`src/rtl/tcw_pkg.sv`:
```
// ============================================================================
// tcw_pkg - text console writer shared definitions
// Transaction types, character codes and default geometry.
// ============================================================================
package tcw_pkg;

  localparam int COLUMNS_DEF = 80;
  localparam int ROWS_DEF    = 25;

  localparam int IDX_W  = 11;   // cell_index field width
  localparam int POS_W  = 11;   // cursor_pos field width
  localparam int CELL_W = 16;   // attribute byte over character byte

  localparam logic [7:0] RESET_ATTR  = 8'h07;
  localparam logic [7:0] CHAR_SPACE  = 8'h20;
  localparam logic [7:0] CH_BS       = 8'h08;
  localparam logic [7:0] CH_LF       = 8'h0A;
  localparam logic [7:0] CH_CR       = 8'h0D;
  localparam logic [7:0] CH_DEL      = 8'h7F;
  localparam logic [7:0] CH_PRINT_LO = 8'h20;
  localparam logic [7:0] CH_PRINT_HI = 8'h7E;

  localparam logic FUNC_PUT  = 1'b0;
  localparam logic FUNC_READ = 1'b1;

  typedef struct packed {
    logic             func;
    logic [7:0]       char_code;
    logic [IDX_W-1:0] cell_index;
  } in_item_t;

  typedef struct packed {
    logic [POS_W-1:0]  cursor_pos;
    logic [CELL_W-1:0] read_data;
    logic              scrolled;
  } out_item_t;

  // Side effects of one put, from the cursor logic to the controller
  typedef struct packed {
    logic wr_cell;
    logic scroll;
  } put_ctl_t;

endpackage

```
`src/rtl/tcw_cursor.sv`:
```
// ============================================================================
// tcw_cursor - cursor step logic
// Decodes one put byte, applies wrap and scroll limits, gives the cell
// address under the old cursor and the linear position of the new one.
// ============================================================================
module tcw_cursor #(
  parameter int COLUMNS = tcw_pkg::COLUMNS_DEF,
  parameter int ROWS    = tcw_pkg::ROWS_DEF,
  localparam int CW = $clog2(COLUMNS + 1),
  localparam int RW = $clog2(ROWS + 1),
  localparam int AW = $clog2(ROWS * COLUMNS)
) (
  input  logic [RW-1:0]            cur_row,
  input  logic [CW-1:0]            cur_col,
  input  logic [7:0]               char_code,
  output logic [AW-1:0]            cell_addr,
  output logic [RW-1:0]            nxt_row,
  output logic [CW-1:0]            nxt_col,
  output logic [tcw_pkg::POS_W-1:0] nxt_pos,
  output tcw_pkg::put_ctl_t        ctl
);

  localparam int PW = (AW > tcw_pkg::POS_W) ? AW : tcw_pkg::POS_W;

  logic [CW-1:0] col_a;
  logic [RW-1:0] row_a;
  logic [CW-1:0] col_b;
  logic [RW-1:0] row_b;
  logic          wr;
  logic          scr;
  logic [PW-1:0] lin_cur;
  logic [PW-1:0] lin_nxt;

  always_comb begin
    col_a = cur_col;
    row_a = cur_row;
    wr    = 1'b0;
    if (char_code == tcw_pkg::CH_LF) begin
      col_a = '0;
      row_a = cur_row + RW'(1);
    end else if (char_code == tcw_pkg::CH_CR) begin
      col_a = '0;
    end else if (char_code == tcw_pkg::CH_BS || char_code == tcw_pkg::CH_DEL) begin
      if (cur_col != '0) begin
        col_a = cur_col - CW'(1);
      end
    end else if (char_code inside {[tcw_pkg::CH_PRINT_LO:tcw_pkg::CH_PRINT_HI]}) begin
      wr    = 1'b1;
      col_a = cur_col + CW'(1);
    end

    // wrap at the last column
    col_b = col_a;
    row_b = row_a;
    if (col_a >= CW'(COLUMNS)) begin
      col_b = '0;
      row_b = row_a + RW'(1);
    end

    // past the last row: scroll, cursor stays on the bottom row
    scr     = 1'b0;
    nxt_row = row_b;
    if (row_b >= RW'(ROWS)) begin
      scr     = 1'b1;
      nxt_row = RW'(ROWS - 1);
    end
    nxt_col = col_b;
  end

  assign lin_cur   = PW'(cur_row) * PW'(COLUMNS) + PW'(cur_col);
  assign lin_nxt   = PW'(nxt_row) * PW'(COLUMNS) + PW'(nxt_col);
  assign cell_addr = lin_cur[AW-1:0];
  assign nxt_pos   = lin_nxt[tcw_pkg::POS_W-1:0];

  assign ctl.wr_cell = wr;
  assign ctl.scroll  = scr;

endmodule

```
`config.mk`:
```
export PLATFORM = sky130hd
export DESIGN_NAME = tcw_cursor
export DESIGN_NICKNAME = d
export VERILOG_FILES = /design/src/rtl/tcw_pkg.sv /design/src/rtl/tcw_cursor.sv
export SDC_FILE = /design/constraint.sdc
export NUM_CORES = 1
export LEC_CHECK = 0
export BUFFER_PORTS_ARGS = -buffer_cell sky130_fd_sc_hd__clkbuf_2
export CAP_MARGIN = 15
export CORE_MARGIN = 10
export CORE_UTILIZATION = 55
export DETAILED_ROUTE_END_ITERATION = 8
export PLACE_DENSITY = 0.91
export SETUP_SLACK_MARGIN = 0.1
export SYNTH_ARGS = -nofsm -noshare
export SYNTH_HDL_FRONTEND = slang
export SYNTH_SLANG_ARGS = --single-unit
```
`constraint.sdc`:
```
create_clock -name vclk -period 8.7
set_input_delay 1.74 -clock vclk [all_inputs]
set_output_delay 1.74 -clock vclk [all_outputs]
set_load 0.03 [all_outputs]
```
* Word-level counts from Yosys, hierarchy flattened *
Index checks and enable logic that the tools add are counted.

word-level totals
  flip-flop bits (word level) = 0
  input bits = 20
  output and inout bits = 36
  word-level logic and storage cells = 33

cells by class
  $add $sub $neg = 6
  multiply operators = 2
  $lt $le $gt $ge = 4
  equal/unequal tests = 4
  multiplexer cells = 14
  reduce and logical (&&, ||, !) cells = 3

operators with widths
  operator                                                                           count
  7-bit 2-to-1 mux                                                                   6
  8-bit by 4-bit == test with 1-bit output (second input constant)                   3
  11-bit by 7-bit adder with 11-bit output                                           2
  5-bit 2-to-1 mux                                                                   3
  5-bit by 3-bit multiplier with 7-bit output (second input constant)                2
  5-bit by 1-bit adder with 5-bit output (second input constant)                     2
  8-bit by 7-bit == test with 1-bit output (second input constant)                   1
  8-bit by 6-bit >= comparator with 1-bit output (second input constant)             1
  8-bit by 7-bit less-or-equal comparator with 1-bit output (second input constant)  1
  7-bit by 1-bit adder with 7-bit output (second input constant)                     1
  7-bit >= comparator (second input constant)                                        1
  7-bit nonzero test                                                                 1
  7-bit by 1-bit subtractor with 7-bit output (second input constant)                1
  5-bit >= comparator (second input constant)                                        1
  1-bit 2-to-1 mux                                                                   5
  1-bit logical AND                                                                  1
  1-bit logical OR                                                                   1

* Depth between registers and ports, before layout *
  depth after elaboration = 12
  gate-level depth with buffers = 17
  gate-level depth less buffers = 17

* Worst setup path after synthesis *
Ideal clock, no wire load.

  path type = input to output
  start point = in char_code[2]
  end point = out nxt_pos[9] in the netlist's numbering
  data arrival time = 6.220 ns
  required time = 6.960 ns
  path slack = 0.740 ns
  stages = 16
  path buffers = 0
  cells stage by stage = nor4b_2 -> nand2_1 -> mux2_2 -> ha_1 -> nand2b_1 -> mux2_2 -> or2_2 -> o31ai_1 -> a22o_1 -> nor3_1 -> ha_1 -> ha_1 -> and2_1 -> a221oi_1 -> a311oi_2 -> xnor2_1

on the way
  longest elaborated chain between the ends = 12
  elaborated cells on any way between the ends = 21
  classes of those cells = 2 x add/sub; 1 x mul; 4 x order compare; 4 x eq/ne; 8 x mux; 2 x reduce/logical

ends and longest elaborated chain
  item                                                                                                                         line              source
  from (decl)                                                                                                                  tcw_cursor.sv:15  input logic [7:0] char_code,
  8-bit by 6-bit >= comparator with 1-bit output or 8-bit by 7-bit less-or-equal comparator with 1-bit output (tied branches)  tcw_cursor.sv:47  end else if (char_code inside {[tcw_pkg::CH_PRINT_LO:tcw_pkg::CH_PRINT_HI]}) begin
  1-bit logical AND                                                                                                            tcw_cursor.sv:47
  7-bit 2-to-1 mux                                                                                                             tcw_cursor.sv:47
  7-bit 2-to-1 mux                                                                                                             tcw_cursor.sv:43  end else if (char_code == tcw_pkg::CH_BS || char_code == tcw_pkg::CH_DEL) begin
  7-bit 2-to-1 mux                                                                                                             tcw_cursor.sv:41  end else if (char_code == tcw_pkg::CH_CR) begin
  7-bit 2-to-1 mux                                                                                                             tcw_cursor.sv:38  if (char_code == tcw_pkg::CH_LF) begin
  7-bit >= comparator                                                                                                          tcw_cursor.sv:55  if (col_a >= CW'(COLUMNS)) begin
  5-bit 2-to-1 mux *                                                                                                           tcw_cursor.sv:55
  5-bit >= comparator                                                                                                          tcw_cursor.sv:63  if (row_b >= RW'(ROWS)) begin
  5-bit 2-to-1 mux *                                                                                                           tcw_cursor.sv:63
  net nxt_row[2]                                                                                                               tcw_cursor.sv:17  output logic [RW-1:0] nxt_row,
  5-bit by 3-bit multiplier with 7-bit output *                                                                                tcw_cursor.sv:71  assign lin_nxt = PW'(nxt_row) * PW'(COLUMNS) + PW'(nxt_col);
  11-bit by 7-bit adder with 11-bit output *                                                                                   tcw_cursor.sv:71
  to (decl)                                                                                                                    tcw_cursor.sv:19  output logic [tcw_pkg::POS_W-1:0] nxt_pos,

The timed path passes the listed nets; every way through them passes the cells marked *.

* Final worst setup path *
  start point = in char_code[6]
  end point = out nxt_pos[10] in the netlist's numbering

on the way
  longest elaborated chain between the ends = 12
  elaborated cells on any way between the ends = 21
  classes of those cells = 2 x add/sub; 1 x mul; 4 x order compare; 4 x eq/ne; 8 x mux; 2 x reduce/logical

ends and longest elaborated chain
  item                                                                                                                         line
  8-bit by 6-bit >= comparator with 1-bit output or 8-bit by 7-bit less-or-equal comparator with 1-bit output (tied branches)  tcw_cursor.sv:47
  1-bit logical AND                                                                                                            tcw_cursor.sv:47
  7-bit 2-to-1 mux                                                                                                             tcw_cursor.sv:47
  7-bit 2-to-1 mux                                                                                                             tcw_cursor.sv:43
  7-bit 2-to-1 mux                                                                                                             tcw_cursor.sv:41
  7-bit 2-to-1 mux                                                                                                             tcw_cursor.sv:38
  7-bit >= comparator                                                                                                          tcw_cursor.sv:55
  5-bit 2-to-1 mux                                                                                                             tcw_cursor.sv:55
  5-bit >= comparator                                                                                                          tcw_cursor.sv:63
  5-bit 2-to-1 mux                                                                                                             tcw_cursor.sv:63
  5-bit by 3-bit multiplier with 7-bit output                                                                                  tcw_cursor.sv:71
  11-bit by 7-bit adder with 11-bit output *                                                                                   tcw_cursor.sv:71

Mark *: on every way between the ends. The rest lies on a longest branch, timed or not.

==> summary.md <==
| Metric | Value |
|---|---|
| Arr. time, crit path | 6.14 ns |
| Routed Antenna Nets | 0 |
| Least-Margin Pin Slew | roughly 0.60 ns |
| Synth-to-layout area growth | 13.3% |
| DR WL/cell | around 15 um |
| Initial antenna violation count | 0 |
| Tmin final | 7.88 ns |
| Status | finished, final reports clean |
| GRT Total Usage | 0.151 |
| # resized after CTS | 0 |
| Reg area | 0 um2 |
| Syn Area/Cell | roughly 7.7 um2 |
| Chip height | 76.6 um |
| Area fraction of the dominant cell type after synthesis | 0.156 |
| Worst Path Max Fanout | 8 |
| Worst Setup End Kind | output port |
| Pwr Total | between 0.00015 and 0.0002 W |
| Routed vias/inst | 5.90 |
| Vias in the first global route | around 1,800 |
| GRT overflow | 0 |
| # fillers | roughly 280 |
| Syn_nets | about 270 |
| IO Port Bufs | 56 |
| RSZ-0062 raised after global routing | false |
| Full die area | approximately 0.0059 mm2 |
| Max stage delay on crit path | roughly 0.43 ns |
| Sequential area share after synthesis | 0 |
| Synth Cell Area | 0.00176 mm2 |
| Initial Utilization | 0.577 |
| Required @ worst endpoint | a little under 7 ns |
| Routed WL | roughly 4600 um |
| Fin Setup TNS | 0 ns |
| Antenna cells | 0 |
| Mapped Cells | between 200 and 250 |
| Die width | about 77 um |
| Placer Congestion | approximately 0.90 |
| Setup bufs post-CTS | 0 |
| Area of the core | roughly 0.0031 mm2 |
| Post-detail-place hpwl | between 3000 and 4000 um |
| Worst hold path class | in -> out |
| Max-cap violations | 0 |
| Critical Path Slowest Stage Cell | nor4b_2 |
| Count leader, synth | nor2_1 |
| Number of DRC violations after detailed-routing iteration 0 | around 110 |
| Crit-path cells | clkbuf_2, nor4b_2, nand2_1, mux2_2, ha_1, nand2_1, mux2_2, or2_2, o31ai_1, a22o_1, nor3_1, ha_1, ha_1, a21o_1, a21oi_1, xnor3_1, xnor2_1, clkbuf_2 |
| Top post-synthesis cells by area | ha_1 (16%), xnor2_1 (8.9%), nor2_1 (4.9%) |
| Final Slew Violations | 0 |
| Layout cells sized above 1 | 0.319 |
| Setup Viol. Count Final | 0 |
| Multi-input logic area | 0.00162 mm2 |
| Largest net degree at the start of global routing | 12 |
| Ports | 56 |
| # hold bufs at CTS | 0 |
| # rows | 20 |
| Routed via count | between 1,500 and 2,000 |
| Leakage Power | 0.896 nW |
| Setup Crit Path Kind | in -> out |
| PwrDens | 87.9 mW/mm2 |
| DRC violations left | 0 |
| Fmax | around 130 MHz |
| Final nets | around 320 |
| Top post-synthesis cells by count | nor2_1 (23), ha_1 (22), xnor2_1 (18) |
| Clock buffer cells | 0 |
| Relative slew slack | 0.595 |
| Unique masters post-synth | 64 |
| Peak supply drop | 68.7 uV |
| Seq cells | 0 |
| Final Hold Vio Count | 0 |
| First-pass GRT wire length | 8110 um |
| First drt pass iteration count | 4 |
| Most used cell, CP | ha_1 |
| Ys Warns | 0 |
| Leading area contributor after synthesis | ha_1 |
| Critical path launch point type | input port |
| Final worst path period share | 0.906 |
==> cell families after synthesis <==
family | synth area share
and+or+nand+nor | 0.317
muxes | 0.0362
xor gates and xnor gates | 0.132
AOI/OAI and AO/OA | 0.246
adders and majority gates | 0.190
buffers and inverters | 0.0788
==> where the power goes <==
group / switching (W) / internal (W) / leakage (nW)
Clock: 0 / 0 / 0
Combinational: 0.000116 / 0.0000595 / 0.896
Sequential: 0 / 0 / 0
==> cell usage in the layout, fill, tap and decap left out, types with 3 or more instances in the layout <==
cell type and count:
a211oi_1 4, a21o_1 3, a21oi_1 7, a31oi_1 3
and3_1 3, clkbuf_2 56, fa_1 3, ha_1 22
inv_1 10, mux2_2 3, mux2i_1 3, nand2_1 17
nand2b_1 3, nand3_1 5, nand4_1 3, nor2_1 23
nor3_1 12, nor3_2 3, nor3b_1 3, nor4b_2 3
o21a_1 3, o21ai_0 8, or2_2 3, xnor2_1 18
xor2_1 6
==> through the flow <==
step | setup slack [ns] | hold slack (ns) | area (um2) | util | std cells
finish | 0.817 | 3.81 | 2000 | 0.654 | 314
floorplan | 0.740 | 3.61 | 1760 | - | 228
global placement | 0.941 | 3.81 | 2000 | 0.654 | 314
detailed placement | 0.852 | 3.81 | 2000 | 0.654 | 314
CTS | 0.842 | 3.81 | 2000 | 0.654 | 314
global route | 0.503 | 3.83 | 2000 | 0.654 | 314
==> routing by layer <==
metal  global-route usage  vias up  part of all wire
met4               0.0167        0            0.0087
met3               0.0342        8             0.065
met2                0.251       62              0.46
li1                     -      930                 -
met1                0.198      854              0.47
met5                    0        -                 0
==> path summary, 6_finish.rpt <==
kind | startpoint | end | slack [ns] | depth (start not counted)
setup / recovery | char_code[6] | nxt_pos[10] | 0.82 | 18
hold / removal | cur_col[0] | cell_addr[0] | 3.81 | 2
==> worst max-delay path: cells and delay by family <==
kind	cells	cell delay [ns]
AOI/OAI and AO/OA	4	0.84
and+or+nand+nor	5	1.22
buffers and inverters	2	0.35
adders and majority gates	3	0.90
muxes	2	0.66
xor gates and xnor gates	2	0.44
==> layout make-up <==
| cell class | instances | share of cell area |
|---|---|---|
| Multi-Input combinational cell | 204 | 0.813 |
| Timing Repair Buffer | 56 | 0.140 |
| Tap cell | 44 | 0.0276 |
| Inverter | 10 | 0.0188 |
Power figures use the tool's default switching activity.
